--- src/hdl/lfid_pkg.sv ---
// Package for the lowest free ID allocator: field widths, codes, item types.
`default_nettype none

package lfid_pkg;

	localparam int ID_W         = 9;
	localparam int CNT_W        = 5;
	localparam int FREE_W       = 9;
	localparam int STAT_W       = 2;
	localparam int WORD_W       = 16;
	localparam int BIT_W        = $clog2(WORD_W);
	localparam int CAPACITY_DEF = 256;
	localparam int MAX_REQUEST  = 16;

	localparam logic FUNC_ALLOC   = 1'b0;
	localparam logic FUNC_RELEASE = 1'b1;

	localparam logic [STAT_W-1:0] STAT_OK    = 2'd0;
	localparam logic [STAT_W-1:0] STAT_SHORT = 2'd1;
	localparam logic [STAT_W-1:0] STAT_EMPTY = 2'd2;
	localparam logic [STAT_W-1:0] STAT_RANGE = 2'd3;

	typedef struct packed {
		logic              func;
		logic [CNT_W-1:0]  count;
		logic [ID_W-1:0]   release_id;
	} req_t;

	typedef struct packed {
		logic              [ID_W-1:0]   granted_id;
		logic                           last;
		logic              [STAT_W-1:0] status;
		logic              [FREE_W-1:0] free_count;
	} rsp_t;

endpackage

`default_nettype wire

--- src/hdl/lfid_map_ram.sv ---
// In-use bitmap memory: one write and one registered read port, rows read as zero until written.
`default_nettype none

module lfid_map_ram
	import lfid_pkg::*;
#(
	parameter int ROWS = 16,
	localparam int ROW_W = (ROWS > 1) ? $clog2(ROWS) : 1
) (
	input  wire logic              clk,
	input  wire logic              arst_n,
	input  wire logic              rd_en,
	input  wire logic [ROW_W-1:0]  rd_row,
	output logic      [WORD_W-1:0] rd_word,
	input  wire logic              wr_en,
	input  wire logic [ROW_W-1:0]  wr_row,
	input  wire logic [WORD_W-1:0] wr_word
);

	logic [WORD_W-1:0] mem [ROWS];
	logic [ROWS-1:0]   row_vld_q;
	logic [WORD_W-1:0] rd_data_q;
	logic              rd_vld_q;

	always_ff @(posedge clk) begin
		if (wr_en) begin
			mem[wr_row] <= wr_word;
		end
		if (rd_en) begin
			rd_data_q <= mem[rd_row];
		end
	end

	always_ff @(posedge clk or negedge arst_n) begin
		if (!arst_n) begin
			row_vld_q <= '0;
			rd_vld_q  <= 1'b0;
		end else begin
			if (wr_en) begin
				row_vld_q[wr_row] <= 1'b1;
			end
			if (rd_en) begin
				rd_vld_q <= row_vld_q[rd_row];
			end
		end
	end

	assign rd_word = rd_vld_q ? rd_data_q : '0;

endmodule

`default_nettype wire

--- src/hdl/lowest_free_id_allocator_unit.sv ---
// Top level of the lowest free ID allocator: request sequencer, bitmap memory and result register.
//
// Channel  Valid      Stall      Payload  Direction
// request  req_valid  req_stall  req      into the block
// result   rsp_valid  rsp_stall  rsp      out of the block
//
// A rejected or empty item passes through the reply state; a release reads its bitmap row,
// then clears the bit, if set, in the release state. An allocate reads the first bitmap row,
// loads each row it visits, grants its IDs one at a time and writes back each full row it passes.
// The scan starts at the lowest row that may hold a free ID, so the rows visited depend on the map.
// Reset clears the row valid flags at once; there is no clearing pass.
// A stalled result holds the sequencer wherever it would load a result; one item is worked on at a time.
`default_nettype none

module lowest_free_id_allocator_unit
	import lfid_pkg::*;
#(
	parameter int CAPACITY = CAPACITY_DEF
) (
	input  wire logic clk,
	input  wire logic arst_n,
	input  wire logic req_valid,
	output logic      req_stall,
	input  wire req_t req,
	output logic      rsp_valid,
	input  wire logic rsp_stall,
	output rsp_t      rsp
);

	localparam int ROWS    = (CAPACITY + WORD_W - 1) / WORD_W;
	localparam int ROW_W   = (ROWS > 1) ? $clog2(ROWS) : 1;
	localparam int FREE_IW = $clog2(CAPACITY + 1);

	typedef enum logic [4:0] {
		ST_IDLE  = 5'b00001,
		ST_REPLY = 5'b00010,
		ST_REL   = 5'b00100,
		ST_LOAD  = 5'b01000,
		ST_GRANT = 5'b10000
	} state_t;

	function automatic logic [WORD_W-1:0] pad_mask(input logic [ROW_W-1:0] r);
		logic [WORD_W-1:0] m;
		m = '0;
		for (int b = 0; b < WORD_W; b++) begin
			m[b] = ((32'(r) << BIT_W) + 32'(b)) >= 32'(CAPACITY);
		end
		return m;
	endfunction

	state_t             st_q, st_d;
	logic [FREE_IW-1:0] free_q, free_d;
	logic [ROW_W-1:0]   hint_q, hint_d;
	logic [ROW_W-1:0]   row_q, row_d;
	logic [BIT_W-1:0]   bit_q, bit_d;
	logic [CNT_W-1:0]   rem_q, rem_d;
	logic [WORD_W-1:0]  wrk_q, wrk_d;
	rsp_t               pend_q, pend_d;
	logic               out_vld_q;
	rsp_t               out_q, out_d;
	logic               out_load;
	logic               out_free;

	logic               rd_en;
	logic [ROW_W-1:0]   rd_row;
	logic [WORD_W-1:0]  rd_word;
	logic               wr_en;
	logic [ROW_W-1:0]   wr_row;
	logic [WORD_W-1:0]  wr_word;

	logic [31:0]        rid32;
	logic [31:0]        idx32;
	logic               rid_bad;
	logic [ROW_W-1:0]   rel_row;
	logic [BIT_W-1:0]   rel_bit;
	logic [BIT_W-1:0]   sel;
	logic [WORD_W-1:0]  wrk_n;
	logic [FREE_IW-1:0] free_n;
	logic [31:0]        id32;

	lfid_map_ram #(
		.ROWS(ROWS)
	) u_map (
		.clk     (clk),
		.arst_n  (arst_n),
		.rd_en   (rd_en),
		.rd_row  (rd_row),
		.rd_word (rd_word),
		.wr_en   (wr_en),
		.wr_row  (wr_row),
		.wr_word (wr_word)
	);

	assign out_free  = !out_vld_q || !rsp_stall;
	assign req_stall = (st_q != ST_IDLE);
	assign rsp_valid = out_vld_q;
	assign rsp       = out_q;

	assign rid32   = 32'(req.release_id);
	assign idx32   = rid32 - 32'd1;
	assign rid_bad = (rid32 == 32'd0) || (rid32 > 32'(CAPACITY));
	assign rel_row = ROW_W'(idx32 >> BIT_W);
	assign rel_bit = idx32[BIT_W-1:0];

	always_comb begin
		sel = '0;
		for (int b = WORD_W - 1; b >= 0; b--) begin
			if (!wrk_q[b]) begin
				sel = BIT_W'(b);
			end
		end
	end

	assign wrk_n = wrk_q | (WORD_W'(1) << sel);
	assign id32  = (32'(row_q) << BIT_W) + 32'(sel) + 32'd1;

	always_comb begin
		st_d     = st_q;
		free_d   = free_q;
		hint_d   = hint_q;
		row_d    = row_q;
		bit_d    = bit_q;
		rem_d    = rem_q;
		wrk_d    = wrk_q;
		pend_d   = pend_q;
		out_d    = out_q;
		out_load = 1'b0;
		rd_en    = 1'b0;
		rd_row   = hint_q;
		wr_en    = 1'b0;
		wr_row   = row_q;
		wr_word  = wrk_q;
		free_n   = free_q;
		case (st_q)
			ST_IDLE: begin
				if (req_valid) begin
					if (req.func == FUNC_RELEASE) begin
						if (rid_bad) begin
							pend_d = '{ID_W'(0), 1'b1, STAT_RANGE, FREE_W'(free_q)};
							st_d   = ST_REPLY;
						end else begin
							rd_en  = 1'b1;
							rd_row = rel_row;
							row_d  = rel_row;
							bit_d  = rel_bit;
							st_d   = ST_REL;
						end
					end else if (req.count == '0) begin
						pend_d = '{ID_W'(0), 1'b1, STAT_EMPTY, FREE_W'(free_q)};
						st_d   = ST_REPLY;
					end else if ((32'(req.count) > 32'(MAX_REQUEST)) ||
						(32'(req.count) > 32'(free_q))) begin
						pend_d = '{ID_W'(0), 1'b1, STAT_SHORT, FREE_W'(free_q)};
						st_d   = ST_REPLY;
					end else begin
						rd_en  = 1'b1;
						rd_row = hint_q;
						row_d  = hint_q;
						rem_d  = req.count;
						st_d   = ST_LOAD;
					end
				end
			end
			ST_REPLY: begin
				if (out_free) begin
					out_load = 1'b1;
					out_d    = pend_q;
					st_d     = ST_IDLE;
				end
			end
			ST_REL: begin
				if (out_free) begin
					if (rd_word[bit_q]) begin
						wr_en   = 1'b1;
						wr_row  = row_q;
						wr_word = rd_word & ~(WORD_W'(1) << bit_q);
						free_n  = FREE_IW'(free_q + 1'b1);
						if (row_q < hint_q) begin
							hint_d = row_q;
						end
					end
					free_d   = free_n;
					out_load = 1'b1;
					out_d    = '{ID_W'(0), 1'b1, STAT_OK, FREE_W'(free_n)};
					st_d     = ST_IDLE;
				end
			end
			ST_LOAD: begin
				wrk_d = rd_word | pad_mask(row_q);
				st_d  = ST_GRANT;
			end
			ST_GRANT: begin
				if (&wrk_q) begin
					wr_en   = 1'b1;
					wr_row  = row_q;
					wr_word = wrk_q;
					row_d   = ROW_W'(row_q + 1'b1);
					rd_en   = 1'b1;
					rd_row  = ROW_W'(row_q + 1'b1);
					st_d    = ST_LOAD;
				end else if (out_free) begin
					free_n   = FREE_IW'(free_q - 1'b1);
					free_d   = free_n;
					wrk_d    = wrk_n;
					rem_d    = CNT_W'(rem_q - 1'b1);
					out_load = 1'b1;
					out_d    = '{ID_W'(id32), (rem_q == CNT_W'(1)), STAT_OK, FREE_W'(free_n)};
					if (rem_q == CNT_W'(1)) begin
						wr_en   = 1'b1;
						wr_row  = row_q;
						wr_word = wrk_n;
						hint_d  = row_q;
						st_d    = ST_IDLE;
					end
				end
			end
			default: begin
				st_d = ST_IDLE;
			end
		endcase
	end

	always_ff @(posedge clk or negedge arst_n) begin
		if (!arst_n) begin
			st_q      <= ST_IDLE;
			free_q    <= FREE_IW'(CAPACITY);
			hint_q    <= '0;
			rem_q     <= '0;
			out_vld_q <= 1'b0;
		end else begin
			st_q   <= st_d;
			free_q <= free_d;
			hint_q <= hint_d;
			rem_q  <= rem_d;
			if (out_load) begin
				out_vld_q <= 1'b1;
			end else if (!rsp_stall) begin
				out_vld_q <= 1'b0;
			end
		end
	end

	always_ff @(posedge clk) begin
		row_q  <= row_d;
		bit_q  <= bit_d;
		wrk_q  <= wrk_d;
		pend_q <= pend_d;
		if (out_load) begin
			out_q <= out_d;
		end
	end

	a_free_bound: assert property (@(posedge clk) disable iff (!arst_n)
		32'(free_q) <= 32'(CAPACITY))
		else $error("free count exceeds capacity");

	a_grant_has_rem: assert property (@(posedge clk) disable iff (!arst_n)
		(st_q == ST_GRANT && out_load) |-> rem_q != '0)
		else $error("grant issued with no IDs left to hand out");

	a_release_count: assert property (@(posedge clk) disable iff (!arst_n)
		(st_q == ST_REL && wr_en) |=> 32'(free_q) == 32'($past(free_q)) + 32'd1)
		else $error("release write-back did not raise the free count");

	a_scan_bound: assert property (@(posedge clk) disable iff (!arst_n)
		(st_q == ST_GRANT && rd_en) |-> 32'(row_q) + 32'd1 < 32'(ROWS))
		else $error("scan ran past the last bitmap row");

endmodule

`default_nettype wire
--- config.mk ---
export PLATFORM = sky130hd
export DESIGN_NAME = lowest_free_id_allocator_unit
export DESIGN_NICKNAME = d
export VERILOG_FILES = /design/src/hdl/lfid_pkg.sv /design/src/hdl/lfid_map_ram.sv /design/src/hdl/lowest_free_id_allocator_unit.sv
export SDC_FILE = /design/constraint.sdc
export NUM_CORES = 1
export LEC_CHECK = 0
export BUFFER_PORTS_ARGS = -buffer_cell sky130_fd_sc_hd__buf_2
export CAP_MARGIN = 10
export CORE_ASPECT_RATIO = 0.6
export CORE_MARGIN = 2
export CORE_UTILIZATION = 65
export DETAILED_ROUTE_END_ITERATION = 12
export PLACE_DENSITY = 0.82
export SLEW_MARGIN = 20
export SYNTH_ARGS = -nofsm -noshare
export SYNTH_HDL_FRONTEND = slang
export SYNTH_SLANG_ARGS = --single-unit
export TNS_END_PERCENT = 30
--- constraint.sdc ---
create_clock -name clk -period 6.1 [get_ports clk]
set_input_delay 1.22 -clock clk [delete_from_list [all_inputs] [get_ports clk]]
set_output_delay 1.22 -clock clk [all_outputs]
set_load 0.01 [all_outputs]
==> flow_metrics.py <==
metrics = {
    "worst_setup_path": {
        "end_kind": "flop",
        "crit_path_max_fanout": 83,
        "worst-setup-path-type": "primary input to flop",
        "required_ns": 6.33,
        "cp_data_arrival_time_ns": 4.43,
        "critPathLaunchType": "primary input",
    },
    "final_layout": {
        "n_antenna_cell": 0,
        "post-route-util_pct": 73.5,
        "fillers": 1657,
        "nets": 1519,
        "final_cell_area_mm2": 0.0185,
        "area_growth_pct": 11.3,
        "drive_gt1_share_pct": 11.2,
    },
    "clocking": {
        "holdBufCountCts": 0,
        "cts.sinks": 369,
        "ctsResizeCount": 0,
        "clock_path_buffers": 3,
        "cts_made_buffers": 34,
        "path_clk_slew_ns": 0.06,
        "postCtsSetupRepairBufs": 0,
        "clk_latency_ns": 0.54,
        "tritoncts": "yes",
        "root_buffer": "clkbuf_16",
        "htreeDepth": 2,
    },
    "synthesis": {
        "synthFlopType": "edfxtp_1",
        "synth-seq-cells": 369,
        "synth_enable_flop_cells": 328,
        "synth_cell_types": 64,
        "yosysSeqAreaShare_pct": 65.3,
        "yosys_warnings": 0,
        "synth_nets": 1494,
        "netlist_area_mm2": 0.0166,
        "async_flop_share_pct": 11.1,
        "post_synth_inst_count": 1452,
        "syn_area_per_cell_um2": 11.5,
    },
    "place": {
        "numPortBuffers": 41,
        "placed_area_mm2": 0.0173,
        "gp_congestion": 0.998,
        "dp_hpwl_mm": 27.3,
    },
    "timing": {
        "min_period_ns": 4.20,
        "fin_skew_ns": 0.0258,
        "relSlewSlack_pct": 34.2,
        "tightest_slew_ns": 0.986,
        "holdWs_ns": 0.478,
        "slew_violations": 0,
        "fmax_mhz": 238,
        "rsz0062_at_grt": "no",
        "finalSetupViolCount": 0,
        "totalNegativeSetupSlack_ns": 0,
        "finalHoldViolations": 0,
        "period_share_pct": 68.8,
    },
    "pwr": {
        "power_mw": 7.29,
        "power_density_mw_per_mm2": 393,
        "ir_drop_mv": 0.284,
        "power.leakage_nw": 6.63,
    },
    "outcome": {
        "outcome": "complete, no violations",
    },
    "global_route": {
        "antenna_found_initial": 1,
        "grt-ovfl-total": 0,
        "grt_max_degree": 84,
        "grt_pass1_wl_mm": 65.9,
        "grt_pass1_vias": 11200,
        "grt_util_all_layers_pct": 32.8,
    },
    "drt": {
        "wire_per_inst_um": 24.0,
        "wl_mm": 43.9,
        "drtIter0Drc": 2121,
        "num_vias": 12200,
        "drc": 0,
        "viasPerCell": 6.69,
        "firstDrtPassIters": 6,
        "ant_nets": 0,
    },
    "floorplanning": {
        "io_pins": 42,
        "start_util_pct": 66.0,
        "rows": 45,
        "die_w_um": 211,
        "die_y_um": 128,
        "core_mm2": 0.0252,
        "dieArea_mm2": 0.0270,
    },
    "min_path": {
        "hp-class": "flop to flop",
    },
    "flow_run": {
        "drv_cap": 0,
    },
}
-- final cells by class --
cell class	count	area, µm²	share of cell area [%]
inverter	31	116	0.628
clock buffer	43	916	4.94
clock inverter	17	235	1.27
timing repair buffer	77	538	2.90
tap	329	412	2.22
multi-input combinational	964	5440	29.4
sequential	369	10900	58.7
-- power by group --
part           switching [mW]  internal, mW  total, mW
combinational            1.32         0.638       1.96
sequential              0.146          2.94       3.08
clock                   0.927          1.32       2.25
total                    2.39          4.89       7.29
-- critical path, stage by stage --
cell and delay (ns):
buf_2 0.13, inv_1 0.09, ha_1 0.28, a31oi_1 0.16, or4_1 0.69, and2_4 0.26
a21oi_4 0.55, buf_12 0.38, and3_1 0.23, a31oi_1 0.05, a32oi_1 0.17, o221ai_1 0.14
-- metrics by stage --
step	setup WS (ns)	instances
final	1.90	1830
after detailed placement	1.45	1769
after global routing	1.71	1830
after global placement	1.55	1768
after floorplan	2.04	1452
after CTS	1.82	1829
-- placed cells by master, fill, tap and decap left out, drive strengths merged, types with 23 or more instances in the layout --
cell type  netlist  final
a21oi           43     43
a31oi           23     23
buf             51     77
clkbuf          37     43
dfrtp           39     39
edfxtp         328    328
ha              23     23
inv             31     32
nand2          375    375
nand3          141    141
nor2            58     58
o21ai           52     52
o221ai          32     32
-- state kept, by name (all words and copies together), names as in the netlist --
name,count
rem_q,5
st_q,5
u_map.row_vld_q,16
rsp_valid,1
bit_q,4
hint_q,4
wrk_q,16
u_map.rd_vld_q,1
u_map.mem,256
row_q,4
rsp,21
free_q,9
pend_q,11
u_map.rd_data_q,16
-- routing by layer --
metal	vias to the layer above	global-route usage, %	wire length [µm]
li1	5368	-	-
met1	5885	49.6	17900
met2	867	46.0	18700
met3	114	10.2	6250
met4	0	10.0	1090
met5	-	0	0
-- logic make-up after synthesis --
| logic type | share of synthesized area [%] |
|---|---|
| mux | 1.02 |
| buf+inv | 3.12 |
| compound gates | 10.0 |
| flops | 65.3 |
| simple gates | 17.3 |
| xor+xnor | 1.42 |
| fa+ha+maj | 1.73 |
-- worst paths after layout --
path	slack [ns]	cells past startpoint	end	startpoint
setup / recovery	1.90	12	u_map.rd_data_q[1]	req[0]
hold / removal	0.48	1	u_map.row_vld_q[1]	u_map.row_vld_q[1]
min in group asynchronous	0.63	1	u_map.rd_vld_q	arst_n
max in group asynchronous	4.88	2	free_q[8]	arst_n
setup reg to reg	1.95	12	u_map.mem[0][13]	u_map.rd_vld_q
hold reg to reg	0.48	1	u_map.row_vld_q[1]	u_map.row_vld_q[1]
-- Yosys cell counts, types with 5 or more instances --
library cell	number	share of area (%)
buf_4	8	0.36
o21a_1	5	0.23
o211ai_1	6	0.27
buf_2	34	1.0
and3_1	17	0.64
o21ai_0	51	1.5
a32oi_1	16	0.84
a31oi_1	23	0.86
nor3_1	9	0.27
o221ai_1	32	1.7
nand2_1	375	8.5
dfrtp_1	39	5.9
buf_1	9	0.20
inv_1	31	0.70
o22ai_1	6	0.23
nand3_1	141	4.2
nand4_1	10	0.38
and2_1	6	0.23
edfxtp_1	328	59
a21oi_1	40	1.2
mux2i_1	8	0.48
nor2_1	58	1.3
ha_1	23	1.7
xor2_1	12	0.63
nor2b_1	10	0.38
a211oi_1	9	0.41
o21bai_1	16	0.72
clkbuf_1	37	0.83
xnor2_1	15	0.79
(Power assumes the default switching activity.)
